`src/sv/ecw_pkg.sv`:
```
package ecw_pkg;

	localparam int WINDOW_BITS = 16;
	localparam int RTT_BITS    = 24;
	localparam int CREDIT_BITS = 24;
	localparam int WEIGHT_BITS = 20;
	localparam int CFG_BITS    = 16;
	localparam int CFG_IDX_BITS = 2;

	localparam int DIV_W      = RTT_BITS + WINDOW_BITS;
	localparam int DIV_STEPS  = DIV_W;
	localparam int SQRT_STEPS = DIV_W / 2;
	localparam int ROOT_W     = DIV_W / 2;
	localparam int SQR_W      = ROOT_W + 2;
	localparam int CNT_W      = $clog2(DIV_STEPS);

	localparam logic [WINDOW_BITS-1:0] WINDOW_RESET    = WINDOW_BITS'(2);
	localparam logic [WINDOW_BITS-1:0] THRESHOLD_RESET = '1;
	localparam logic [WINDOW_BITS-1:0] CLAMP_RESET     = '1;

	localparam logic [1:0] OP_ACK     = 2'd0;
	localparam logic [1:0] OP_LOSS    = 2'd1;
	localparam logic [1:0] OP_RESTART = 2'd2;
	// The last code is unassigned; such a beat leaves all state alone.
	localparam logic [1:0] OP_NONE    = 2'd3;

	localparam logic [CFG_IDX_BITS-1:0] REG_INITIAL_WINDOW    = 2'd0;
	localparam logic [CFG_IDX_BITS-1:0] REG_INITIAL_THRESHOLD = 2'd1;
	localparam logic [CFG_IDX_BITS-1:0] REG_WINDOW_CLAMP      = 2'd2;

	typedef struct packed {
		logic [1:0]          operation;
		logic                sample_valid;
		logic [RTT_BITS-1:0] rtt_us;
	} in_item_t;

	typedef struct packed {
		logic [WINDOW_BITS-1:0] window;
		logic [WINDOW_BITS-1:0] threshold;
		logic [WEIGHT_BITS-1:0] weight_factor;
		logic [RTT_BITS-1:0]    base_delay;
		logic [RTT_BITS-1:0]    peak_delay;
	} out_item_t;

	typedef enum logic [3:0] {
		ST_IDLE,
		ST_DECODE,
		ST_MUL,
		ST_DIV,
		ST_SQRT,
		ST_ADD,
		ST_GROW,
		ST_MOD_LOAD,
		ST_MOD_DIV,
		ST_MOD_SET,
		ST_DONE
	} state_t;

	typedef struct packed {
		logic load;
		logic decode;
		logic mul;
		logic div_step;
		logic sqrt_step;
		logic add;
		logic grow_step;
		logic mod_load;
		logic mod_set;
		logic emit;
	} cmd_t;

	typedef struct packed {
		logic ca;
		logic seen;
		logic div_last;
		logic sqrt_last;
		logic grow_more;
		logic need_mod;
	} status_t;

endpackage

```
`src/sv/ecw_datapath.sv`:
```
module ecw_datapath (
	input  logic                                 clk,
	input  logic                                 arst_n,
	input  ecw_pkg::cmd_t                        cmd,
	output ecw_pkg::status_t                     sts,
	input  ecw_pkg::in_item_t                    in_data,
	input  logic                                 cfg_we,
	input  logic [ecw_pkg::CFG_IDX_BITS-1:0]     cfg_index,
	input  logic [ecw_pkg::CFG_BITS-1:0]         cfg_data,
	output ecw_pkg::out_item_t                   out_data
);

	localparam int WB = ecw_pkg::WINDOW_BITS;
	localparam int RB = ecw_pkg::RTT_BITS;
	localparam int CB = ecw_pkg::CREDIT_BITS;
	localparam int DW = ecw_pkg::DIV_W;
	localparam int RW = ecw_pkg::ROOT_W;
	localparam int SW = ecw_pkg::SQR_W;

	logic [WB-1:0] clamp_q;
	logic [1:0]    op_q;
	logic          sv_q;
	logic [RB-1:0] rtt_q;
	logic [RB-1:0] base_q, peak_q, latest_q;
	logic          seen_q;
	logic [WB-1:0] cwnd_q, ssth_q;
	logic [CB-1:0] credit_q;
	logic [ecw_pkg::WEIGHT_BITS-1:0] weight_q;
	logic [DW-1:0] num_q;
	logic [RB-1:0] den_q, rem_q;
	logic [SW-1:0] sqrem_q;
	logic [RW-1:0] root_q;
	logic [ecw_pkg::CNT_W-1:0] cnt_q;
	ecw_pkg::out_item_t out_q;

	logic [RB-1:0] sample;
	logic [RB:0]   rem_sh;
	logic          rem_ge;
	logic [SW+1:0] sq_sh, sq_trial;
	logic          sq_ge;
	logic [WB+2:0] loss_t7;
	logic [WB-1:0] loss_thr;
	logic [WB:0]   loss_win;
	logic [CB:0]   credit_sum;
	logic          credit_ge;

	// A sample is held as sample+1, saturating at all ones.
	assign sample = (rtt_q == '1) ? rtt_q : rtt_q + RB'(1);

	assign rem_sh = {rem_q, num_q[DW-1]};
	assign rem_ge = rem_sh >= {1'b0, den_q};

	assign sq_sh    = {sqrem_q, num_q[DW-1:DW-2]};
	assign sq_trial = {2'b00, root_q, 2'b01};
	assign sq_ge    = sq_sh >= sq_trial;

	assign loss_t7  = {cwnd_q, 3'b000} - {3'b000, cwnd_q};
	assign loss_thr = (loss_t7[WB+2:3] >= WB'(3)) ? loss_t7[WB+2:3] - WB'(1) : WB'(2);
	assign loss_win = {1'b0, loss_thr} + (WB+1)'(1);

	assign credit_sum = {1'b0, credit_q} + (CB+1)'(weight_q);
	assign credit_ge  = credit_q >= CB'(cwnd_q);

	assign sts.ca        = (op_q == ecw_pkg::OP_ACK) && (cwnd_q > ssth_q);
	assign sts.seen      = seen_q;
	assign sts.div_last  = cnt_q == ecw_pkg::CNT_W'(ecw_pkg::DIV_STEPS - 1);
	assign sts.sqrt_last = cnt_q == ecw_pkg::CNT_W'(ecw_pkg::SQRT_STEPS - 1);
	assign sts.grow_more = (cwnd_q < clamp_q) && credit_ge;
	assign sts.need_mod  = credit_ge;

	assign out_data = out_q;

	always_ff @(posedge clk or negedge arst_n) begin
		if (!arst_n) begin
			clamp_q  <= ecw_pkg::CLAMP_RESET;
			base_q   <= '1;
			peak_q   <= '0;
			latest_q <= '0;
			seen_q   <= 1'b0;
			cwnd_q   <= ecw_pkg::WINDOW_RESET;
			ssth_q   <= ecw_pkg::THRESHOLD_RESET;
			credit_q <= '0;
			cnt_q    <= '0;
		end else begin
			if (cfg_we && cfg_index == ecw_pkg::REG_WINDOW_CLAMP) begin
				clamp_q <= cfg_data;
			end
			if (cmd.decode) begin
				case (op_q)
					ecw_pkg::OP_ACK: begin
						if (sv_q) begin
							if (sample < base_q) base_q <= sample;
							if (sample > peak_q) peak_q <= sample;
							latest_q <= sample;
							seen_q   <= 1'b1;
						end
						if (cwnd_q <= ssth_q && cwnd_q < clamp_q) begin
							cwnd_q <= cwnd_q + WB'(1);
						end
					end
					ecw_pkg::OP_LOSS: begin
						ssth_q <= loss_thr;
						cwnd_q <= (loss_win > {1'b0, clamp_q}) ? clamp_q : loss_win[WB-1:0];
					end
					ecw_pkg::OP_RESTART: begin
						base_q <= '1;
						peak_q <= '0;
					end
					default: ;
				endcase
			end
			if (cmd.mul) cnt_q <= '0;
			if (cmd.mod_load) cnt_q <= '0;
			if (cmd.div_step) cnt_q <= sts.div_last ? '0 : cnt_q + ecw_pkg::CNT_W'(1);
			if (cmd.sqrt_step) cnt_q <= sts.sqrt_last ? '0 : cnt_q + ecw_pkg::CNT_W'(1);
			if (cmd.add) credit_q <= credit_sum[CB] ? '1 : credit_sum[CB-1:0];
			if (cmd.grow_step && sts.grow_more) begin
				credit_q <= credit_q - CB'(cwnd_q);
				cwnd_q   <= cwnd_q + WB'(1);
			end
			if (cmd.mod_set) credit_q <= CB'(rem_q);
		end
	end

	always_ff @(posedge clk) begin
		if (cmd.load) begin
			op_q  <= in_data.operation;
			sv_q  <= in_data.sample_valid;
			rtt_q <= in_data.rtt_us;
		end
		if (cmd.decode) weight_q <= '0;
		if (cmd.mul) begin
			if (seen_q) begin
				num_q <= DW'(peak_q) * DW'(cwnd_q);
			end else begin
				weight_q <= ecw_pkg::WEIGHT_BITS'(1);
			end
			den_q   <= (latest_q == '0) ? RB'(1) : latest_q;
			rem_q   <= '0;
			sqrem_q <= '0;
			root_q  <= '0;
		end
		if (cmd.div_step) begin
			rem_q <= rem_ge ? RB'(rem_sh - {1'b0, den_q}) : rem_sh[RB-1:0];
			num_q <= {num_q[DW-2:0], rem_ge};
		end
		if (cmd.sqrt_step) begin
			sqrem_q <= sq_ge ? SW'(sq_sh - sq_trial) : sq_sh[SW-1:0];
			root_q  <= {root_q[RW-2:0], sq_ge};
			num_q   <= {num_q[DW-3:0], 2'b00};
			if (sts.sqrt_last) weight_q <= ecw_pkg::WEIGHT_BITS'({root_q[RW-2:0], sq_ge});
		end
		if (cmd.mod_load) begin
			num_q <= DW'(credit_q);
			den_q <= RB'(cwnd_q);
			rem_q <= '0;
		end
		if (cmd.emit) begin
			out_q.window        <= cwnd_q;
			out_q.threshold     <= ssth_q;
			out_q.weight_factor <= weight_q;
			out_q.base_delay    <= base_q;
			out_q.peak_delay    <= peak_q;
		end
	end

endmodule

```
`src/sv/ecw_controller.sv`:
```
module ecw_controller (
	input  logic              clk,
	input  logic              arst_n,
	input  logic              in_valid,
	output logic              in_ready,
	output logic              out_valid,
	input  logic              out_ready,
	input  ecw_pkg::status_t  sts,
	output ecw_pkg::cmd_t     cmd
);

	ecw_pkg::state_t state_q, state_next;
	logic out_valid_q;
	logic out_free;

	assign out_free  = !out_valid_q || out_ready;
	assign in_ready  = state_q == ecw_pkg::ST_IDLE;
	assign out_valid = out_valid_q;

	always_comb begin
		state_next = state_q;
		case (state_q)
			ecw_pkg::ST_IDLE:     if (in_valid) state_next = ecw_pkg::ST_DECODE;
			ecw_pkg::ST_DECODE:   state_next = sts.ca ? ecw_pkg::ST_MUL : ecw_pkg::ST_DONE;
			ecw_pkg::ST_MUL:      state_next = sts.seen ? ecw_pkg::ST_DIV : ecw_pkg::ST_ADD;
			ecw_pkg::ST_DIV:      if (sts.div_last) state_next = ecw_pkg::ST_SQRT;
			ecw_pkg::ST_SQRT:     if (sts.sqrt_last) state_next = ecw_pkg::ST_ADD;
			ecw_pkg::ST_ADD:      state_next = ecw_pkg::ST_GROW;
			ecw_pkg::ST_GROW: begin
				if (!sts.grow_more) begin
					state_next = sts.need_mod ? ecw_pkg::ST_MOD_LOAD : ecw_pkg::ST_DONE;
				end
			end
			ecw_pkg::ST_MOD_LOAD: state_next = ecw_pkg::ST_MOD_DIV;
			ecw_pkg::ST_MOD_DIV:  if (sts.div_last) state_next = ecw_pkg::ST_MOD_SET;
			ecw_pkg::ST_MOD_SET:  state_next = ecw_pkg::ST_DONE;
			ecw_pkg::ST_DONE:     if (out_free) state_next = ecw_pkg::ST_IDLE;
			default:              state_next = ecw_pkg::ST_IDLE;
		endcase
	end

	always_comb begin
		cmd = '0;
		case (state_q)
			ecw_pkg::ST_IDLE:     cmd.load = in_valid;
			ecw_pkg::ST_DECODE:   cmd.decode = 1'b1;
			ecw_pkg::ST_MUL:      cmd.mul = 1'b1;
			ecw_pkg::ST_DIV:      cmd.div_step = 1'b1;
			ecw_pkg::ST_SQRT:     cmd.sqrt_step = 1'b1;
			ecw_pkg::ST_ADD:      cmd.add = 1'b1;
			ecw_pkg::ST_GROW:     cmd.grow_step = 1'b1;
			ecw_pkg::ST_MOD_LOAD: cmd.mod_load = 1'b1;
			ecw_pkg::ST_MOD_DIV:  cmd.div_step = 1'b1;
			ecw_pkg::ST_MOD_SET:  cmd.mod_set = 1'b1;
			ecw_pkg::ST_DONE:     cmd.emit = out_free;
			default:              cmd = '0;
		endcase
	end

	always_ff @(posedge clk or negedge arst_n) begin
		if (!arst_n) begin
			state_q     <= ecw_pkg::ST_IDLE;
			out_valid_q <= 1'b0;
		end else begin
			state_q <= state_next;
			if (cmd.emit) begin
				out_valid_q <= 1'b1;
			end else if (out_ready) begin
				out_valid_q <= 1'b0;
			end
		end
	end

endmodule

```
`src/sv/elastic_congestion_window.sv`:
```
// Loss, restart and slow start beats go from accept through decode straight to the result.
// Congestion avoidance with a sample runs a 40-step divider and a 20-step root,
// then adds one segment per grow step, and reduces the credit modulo the window at the clamp.
// Throughput: one beat in flight; the next is taken as soon as a result is registered.
// Reset: window 2, threshold and clamp 65535, base delay all ones, peak and credit zero.
module elastic_congestion_window (
	input  logic                              clk,
	input  logic                              arst_n,
	input  logic                              in_valid,
	output logic                              in_ready,
	input  ecw_pkg::in_item_t                 in_data,
	output logic                              out_valid,
	input  logic                              out_ready,
	output ecw_pkg::out_item_t                out_data,
	input  logic                              cfg_we,
	input  logic [ecw_pkg::CFG_IDX_BITS-1:0]  cfg_index,
	input  logic [ecw_pkg::CFG_BITS-1:0]      cfg_data
);

	ecw_pkg::cmd_t    cmd;
	ecw_pkg::status_t sts;

	ecw_controller u_ctrl (
		.clk       (clk),
		.arst_n    (arst_n),
		.in_valid  (in_valid),
		.in_ready  (in_ready),
		.out_valid (out_valid),
		.out_ready (out_ready),
		.sts       (sts),
		.cmd       (cmd)
	);

	ecw_datapath u_dp (
		.clk       (clk),
		.arst_n    (arst_n),
		.cmd       (cmd),
		.sts       (sts),
		.in_data   (in_data),
		.cfg_we    (cfg_we),
		.cfg_index (cfg_index),
		.cfg_data  (cfg_data),
		.out_data  (out_data)
	);

	// The engine holds one beat at a time.
	a_busy_after_accept: assert property (@(posedge clk) disable iff (!arst_n)
		(in_valid && in_ready) |=> !in_ready)
		else $error("input accepted while a beat is in progress");

	// A new result only appears at the end of a beat's processing.
	a_result_from_work: assert property (@(posedge clk) disable iff (!arst_n)
		$rose(out_valid) |-> $past(!in_ready))
		else $error("result raised without a beat in progress");

	// Loading the datapath only happens on an accepted beat.
	a_load_on_accept: assert property (@(posedge clk) disable iff (!arst_n)
		cmd.load |-> (in_valid && in_ready))
		else $error("datapath loaded without an accepted beat");

endmodule

```
`config.mk`:
```
export PLATFORM = sky130hd
export DESIGN_NAME = elastic_congestion_window
export DESIGN_NICKNAME = d
export VERILOG_FILES = /design/src/sv/ecw_pkg.sv /design/src/sv/ecw_datapath.sv /design/src/sv/ecw_controller.sv /design/src/sv/elastic_congestion_window.sv
export SDC_FILE = /design/constraint.sdc
export NUM_CORES = 2
export LEC_CHECK = 0
export BUFFER_PORTS_ARGS = -buffer_cell sky130_fd_sc_hd__buf_2
export CORE_ASPECT_RATIO = 1.2
export CORE_MARGIN = 3
export CORE_UTILIZATION = 43
export CTS_CLUSTER_SIZE = 28
export DETAILED_ROUTE_END_ITERATION = 7
export SLEW_MARGIN = 20
export SYNTH_ARGS = -nofsm -noshare
export SYNTH_HDL_FRONTEND = slang
export SYNTH_SLANG_ARGS = --single-unit
```
`constraint.sdc`:
```
create_clock -name clk -period 11.7 [get_ports clk]
set_clock_uncertainty 0.15 [all_clocks]
set_input_delay 2.925 -clock clk [delete_from_list [all_inputs] [get_ports clk]]
set_output_delay 2.925 -clock clk [all_outputs]
set_load 0.05 [all_outputs]
```
# Word level (Yosys, flattened, before mapping)
# Index checks and enable logic that the tools add are counted.
# word_totals
register_bits	433
inputBits	50
out_inout_bits	102
elab_cells	171
# classes
add_sub_neg	10
mul	1
magnitude_cmp	10
eq_ne	26
muxes	66
reduce_logical	31
# op_table
operator	count
2-to-1 mux 24 bit	14
2-to-1 mux 40 bit	4
2-to-1 mux 20 bit	7
2-to-1 mux 16 bit	7
case mux 24 bit (2 select lines)	2
2-to-1 mux 22 bit	3
case mux 4 bit (11 select lines)	1
multiplier 24 x 16 -> 40 bit	1
2-to-1 mux 6 bit	6
2-to-1 mux 4 bit	8
case mux 16 bit (2 select lines)	1
adder 24 x 20 -> 25 bit	1
>= comparator 25 x 24 -> 1 bit	1
adder 24 x 1 -> 24 bit, second input constant	1
equality test 24 bit, second input constant	1
>= comparator 24 x 16 -> 1 bit	1
>= comparator 24 x 22 -> 1 bit	1
> comparator 24 bit	1
logical NOT 24 bit	1
< comparator 24 bit	1
subtractor 24 x 16 -> 24 bit	1
subtractor 24 bit	1
subtractor 22 bit	1
subtractor 19 x 16 -> 19 bit	1
other kinds (35)	77

# Longest topological paths before layout
# logic_depth
ltp_word	9
ltp_mapped	33
mapped_depth_nobuf	27

# By module
# A second synthesis with hierarchy kept.
# unflattened
cells_unflattened	4109
hier_area_um2	37935.1
# modules_own_cells
module	n_inst	cells_each	area_per_inst_um2	seq_area_each_um2
ecw_datapath	1	4038	37405.9	11487.3
ecw_controller	1	71	529.3	125.1

# Least setup slack after synthesis
# Ideal clock, no wire load.
# synth_path
path_type	input to register
from	input port out_ready
to	register u_dp.out_q (netlist bit u_dp.out_data[0]), enable pin
setup_time_ns	0.682
arrival_ns	9.751
required_time_ns	10.868
path_slack_ns	1.117
path_stages	2
path_buffers	0
path_cell_list	nor2b_1 > nor3_1
# synth_rtl
element	line_no	text
start, declared	elastic_congestion_window.sv:13	input logic out_ready,
end, declared	ecw_datapath.sv:34	ecw_pkg::out_item_t out_q;

# Worst setup path in the final report
# layout_path
from	register u_dp.cwnd_q[10]
to	register u_dp.cwnd_q[4]
# layout_between
elab_chain_len	9
word_cells_on_any_way	20
classes_between	add/sub: 3; order compare: 5; eq/ne: 1; mux: 5; reduce/logical: 6
# layout_lines
element	line_no	text
start, declared	ecw_datapath.sv:26	logic [WB-1:0] cwnd_q, ssth_q;
start signal, assigned	ecw_datapath.sv:80	cwnd_q <= ecw_pkg::WINDOW_RESET;
start signal, assigned	ecw_datapath.sv:98	cwnd_q <= cwnd_q + WB'(1);
start signal, assigned	ecw_datapath.sv:103	cwnd_q <= (loss_win > {1'b0, clamp_q}) ? clamp_q : loss_win[WB-1:0];
subtractor 19 x 16 -> 19 bit *	ecw_datapath.sv:57	assign loss_t7 = {cwnd_q, 3'b000} - {3'b000, cwnd_q};
>= comparator 16 x 2 -> 1 bit *	ecw_datapath.sv:58	assign loss_thr = (loss_t7[WB+2:3] >= WB'(3)) ? loss_t7[WB+2:3] - WB'(1) : WB'(2);
2-to-1 mux 16 bit *	ecw_datapath.sv:58	
named net u_dp.loss_thr[1]	ecw_datapath.sv:42	logic [WB-1:0] loss_thr;
adder 16 x 1 -> 17 bit *	ecw_datapath.sv:59	assign loss_win = {1'b0, loss_thr} + (WB+1)'(1);
> comparator 17 x 16 -> 1 bit	ecw_datapath.sv:103	
2-to-1 mux 16 bit *	ecw_datapath.sv:103	
case mux 16 bit (2 select lines) *	ecw_datapath.sv:89	case (op_q)
2-to-1 mux 16 bit *	ecw_datapath.sv:88	if (cmd.decode) begin
2-to-1 mux 16 bit *	ecw_datapath.sv:117	if (cmd.grow_step && sts.grow_more) begin
# The timed path passes the listed nets; every way through them passes the cells marked *. The select of a mux whose other input is x is not followed.
# A chain may end at the register's enable or synchronous reset.

==> results.sh <==
export IMPL_status="finished, final reports clean"
export IMPL_setup_tns_final_ns=0
export IMPL_cts_resized=0
export IMPL_final_seq_area_um2=11600
export IMPL_grt_remaining_overflow=0
export IMPL_postCtsSetupBuffers=0
export IMPL_seq_area_frac_synth_pct=31.0
export IMPL_cts_buffers=49
export IMPL_cp_buffers_inverters=3
export IMPL_synthArstFlopShare_pct=36.0
export IMPL_die_h_um=329
export IMPL_grt_antenna_before_repair=1
export IMPL_drive_gt1_share_pct=10.0
export IMPL_synth_fp_nets=4720
export IMPL_num_rows=117
export IMPL_avgSynthCellArea_um2=9.25
export IMPL_postRouteAntennaNets=0
export IMPL_clockBufferDepth=3
export IMPL_rsz0062_at_grt="false"
export IMPL_fmax_mhz=121
export IMPL_grt_max_degree=78
export IMPL_dieArea_um2=90700
export IMPL_finalInstanceArea_um2=41200
export IMPL_num_antenna_cells=0
export IMPL_coreArea_um2=85600
export IMPL_ios=152
export IMPL_drv_slew=0
export IMPL_critical_path_class="reg2reg"
export IMPL_dr_first_iter_drc_count=2093
export IMPL_finalWirelength_mm=116
export IMPL_port_buffers=151
export IMPL_grtUsageTotal_pct=25.8
export IMPL_fillCellCount=8216
export IMPL_place_gp_congestion=0.903
export IMPL_placed_cell_area_um2=39600
export IMPL_worstMarginPinSlew_ns=1.09
export IMPL_h_tree_depth=2
export IMPL_hp_start="u_dp.num_q[34]"
export IMPL_cp_start_kind="flop"
export IMPL_cp_slowest_cell="dfrtp_1"
export IMPL_cp_startpoint="u_dp.cwnd_q[10]"
export IMPL_finalCriticalPeriod_ns=8.26
export IMPL_num_vias=30200
export IMPL_multi_input_area_um2=23200
export IMPL_cts_sinks=433
export IMPL_fin_crit_sh_pct=70.6
export IMPL_synth_ff_type="edfxtp_1"
export IMPL_layout_common_cells="538 x inv_1, 508 x nand2_1, 361 x nor2_1"
export IMPL_cts_tree="done"
export IMPL_crit_arrival_ns=8.63
export IMPL_cp_common_cell="ha_1"
export IMPL_crit_reg2reg_launch="u_dp.cwnd_q[10]"
export IMPL_initial_core_util_pct=43.8
export IMPL_hold_viol=0
export IMPL_layout_commonest_cell="inv_1"
export IMPL_cts_root_buf="clkbuf_16"
export IMPL_holdPathStages=2
export IMPL_synth_seq_cells=433
export IMPL_path_clk_slew_ns=0.06
export IMPL_holdPathEnd="u_dp.num_q[34]"
export IMPL_cpPeakStageDelay_ns=0.88
export IMPL_wl_per_cell_um=21.9
export IMPL_syn_to_final_growth_pct=9.94
export IMPL_grt_pass1_wl_mm=180
export IMPL_grt_pass1_vias=30400
export IMPL_worstHoldPathType="reg2reg"
export IMPL_r2r_setup_slack_ns=3.44
export IMPL_syn_area_um2=37500
export IMPL_die_w_um=275
export IMPL_maxCapViolCount=0
export IMPL_firstDrtPassIters=7
export IMPL_max_slew_margin_rel_pct=27.2
export IMPL_r2r_cells=26
export IMPL_yosysWarnings=0
export IMPL_required_ns=12.07
export IMPL_crit_path_end_kind="flop"
export IMPL_holdBufCountCts=0
export IMPL_r2r_end="u_dp.cwnd_q[4]"
export IMPL_finalSetupViolations=0
export IMPL_final_nets=4819
export IMPL_clk_latency_ns=0.64
export IMPL_path_max_fanout=29
export IMPL_ys_types=91
export IMPL_dp_hpwl_mm=88.3
export IMPL_viasPerCell=5.68
export IMPL_cp_top_family="compound AO/OA/AOI/OAI gates"
export IMPL_synthCells=4053
export IMPL_synth_edff_count=209
export IMPL_drc_errors=0
-- state kept, by name, indices dropped and copies added, names as in the netlist, 16 cells and up --
signal / count
u_dp.root_q: 20
u_dp.rem_q: 24
u_dp.credit_q: 24
u_dp.sqrem_q: 22
u_dp.clamp_q: 16
u_dp.base_q: 24
u_dp.latest_q: 24
u_dp.rtt_q: 24
u_dp.den_q: 24
u_dp.ssth_q: 16
u_dp.peak_q: 24
u_dp.cwnd_q: 16
u_dp.out_data: 100
u_dp.weight_q: 20
u_dp.num_q: 40
-- layout make-up --
cell class,count,share of cell area (%)
Multi-Input combinational cell,2903,56.4
Sequential cell,433,28.2
Inverter,546,4.97
Tap cell,1130,3.43
Timing Repair Buffer,219,3.09
Clock buffer,55,3.03
Clock inverter,36,0.926
-- layer usage --
layer  share of wire [%]  global-route usage [%]
met1                  42                    33.7
met2                  47                    42.5
met3                 6.0                    3.58
met4                 5.3                    12.1
met5                   0                       0
-- synthesized netlist by cell type (all sizes together) (30+ instances only) --
| library cell | number | area share, % |
|---|---|---|
| edfxtp | 209 | 17 |
| nor2 | 362 | 3.6 |
| nand4 | 41 | 0.68 |
| a22oi | 34 | 0.68 |
| inv | 539 | 5.4 |
| nor2b | 33 | 0.55 |
| a21oi | 175 | 2.3 |
| clkbuf | 147 | 1.5 |
| ha | 308 | 10 |
| xnor2 | 86 | 2.0 |
| fa | 309 | 17 |
| dfxtp | 68 | 3.6 |
| a31oi | 47 | 0.78 |
| nand3 | 62 | 0.83 |
| and2 | 30 | 0.50 |
| dfrtp | 99 | 6.6 |
| nand2 | 509 | 5.1 |
| mux2i | 45 | 1.2 |
| a21o | 86 | 1.7 |
| dfstp | 57 | 4.0 |
| xor2 | 65 | 1.5 |
| nor3 | 58 | 0.77 |
| o21ai | 191 | 2.6 |
-- metrics by stage --
stage          util (%)  hold WS, ns  instances  worst slack, ns
3_5_place_dp       46.2        0.302       5231             3.65
2_1_floorplan         -        0.273       4053             1.12
5_1_grt            48.1        0.336       5322             3.03
6_report           48.1        0.321       5322             3.44
4_1_cts            48.1        0.312       5322             3.62
3_3_place_gp       46.2        0.302       5231             3.81
-- worst reg2reg max path, delay by kind of cell (launching register included) --
family / cells / cell delay [ns]
flip-flops: 1 / 0.88
XOR/XNOR: 1 / 0.16
AND/OR/NAND/NOR: 10 / 2.01
buffers and inverters: 3 / 1.38
AO/OA/AOI/OAI: 9 / 2.45
adder cells (fa/ha/maj): 3 / 1.11
-- worst max-delay path by stage --
| stage | cells past startpoint | to | slack, ns |
|---|---|---|---|
| 3_3_place_gp | 27 | u_dp.cwnd_q[8] | 3.81 |
| 2_1_floorplan | 2 | u_dp.out_data[0] | 1.12 |
| 3_5_place_dp | 26 | u_dp.cwnd_q[4] | 3.65 |
| 5_1_grt | 29 | u_dp.cwnd_q[4] | 3.03 |
| 6_report | 26 | u_dp.cwnd_q[4] | 3.44 |
| 4_1_cts | 26 | u_dp.cwnd_q[4] | 3.62 |
-- cell families (layout without fill, tap and decap cells) --
family          Yosys count  after routing  synth area share (%)
xor+xnor                152            152                  3.59
buf+inv                 717            856                  7.24
mux                      69             69                  1.92
flops                   433            433                  31.0
compound gates          820            820                  14.6
simple gates           1245           1245                  14.9
fa+ha+maj               617            617                  26.8
Power is not shown: default switching activity piles up to over one toggle a cycle in this logic, so the estimate is an artifact.
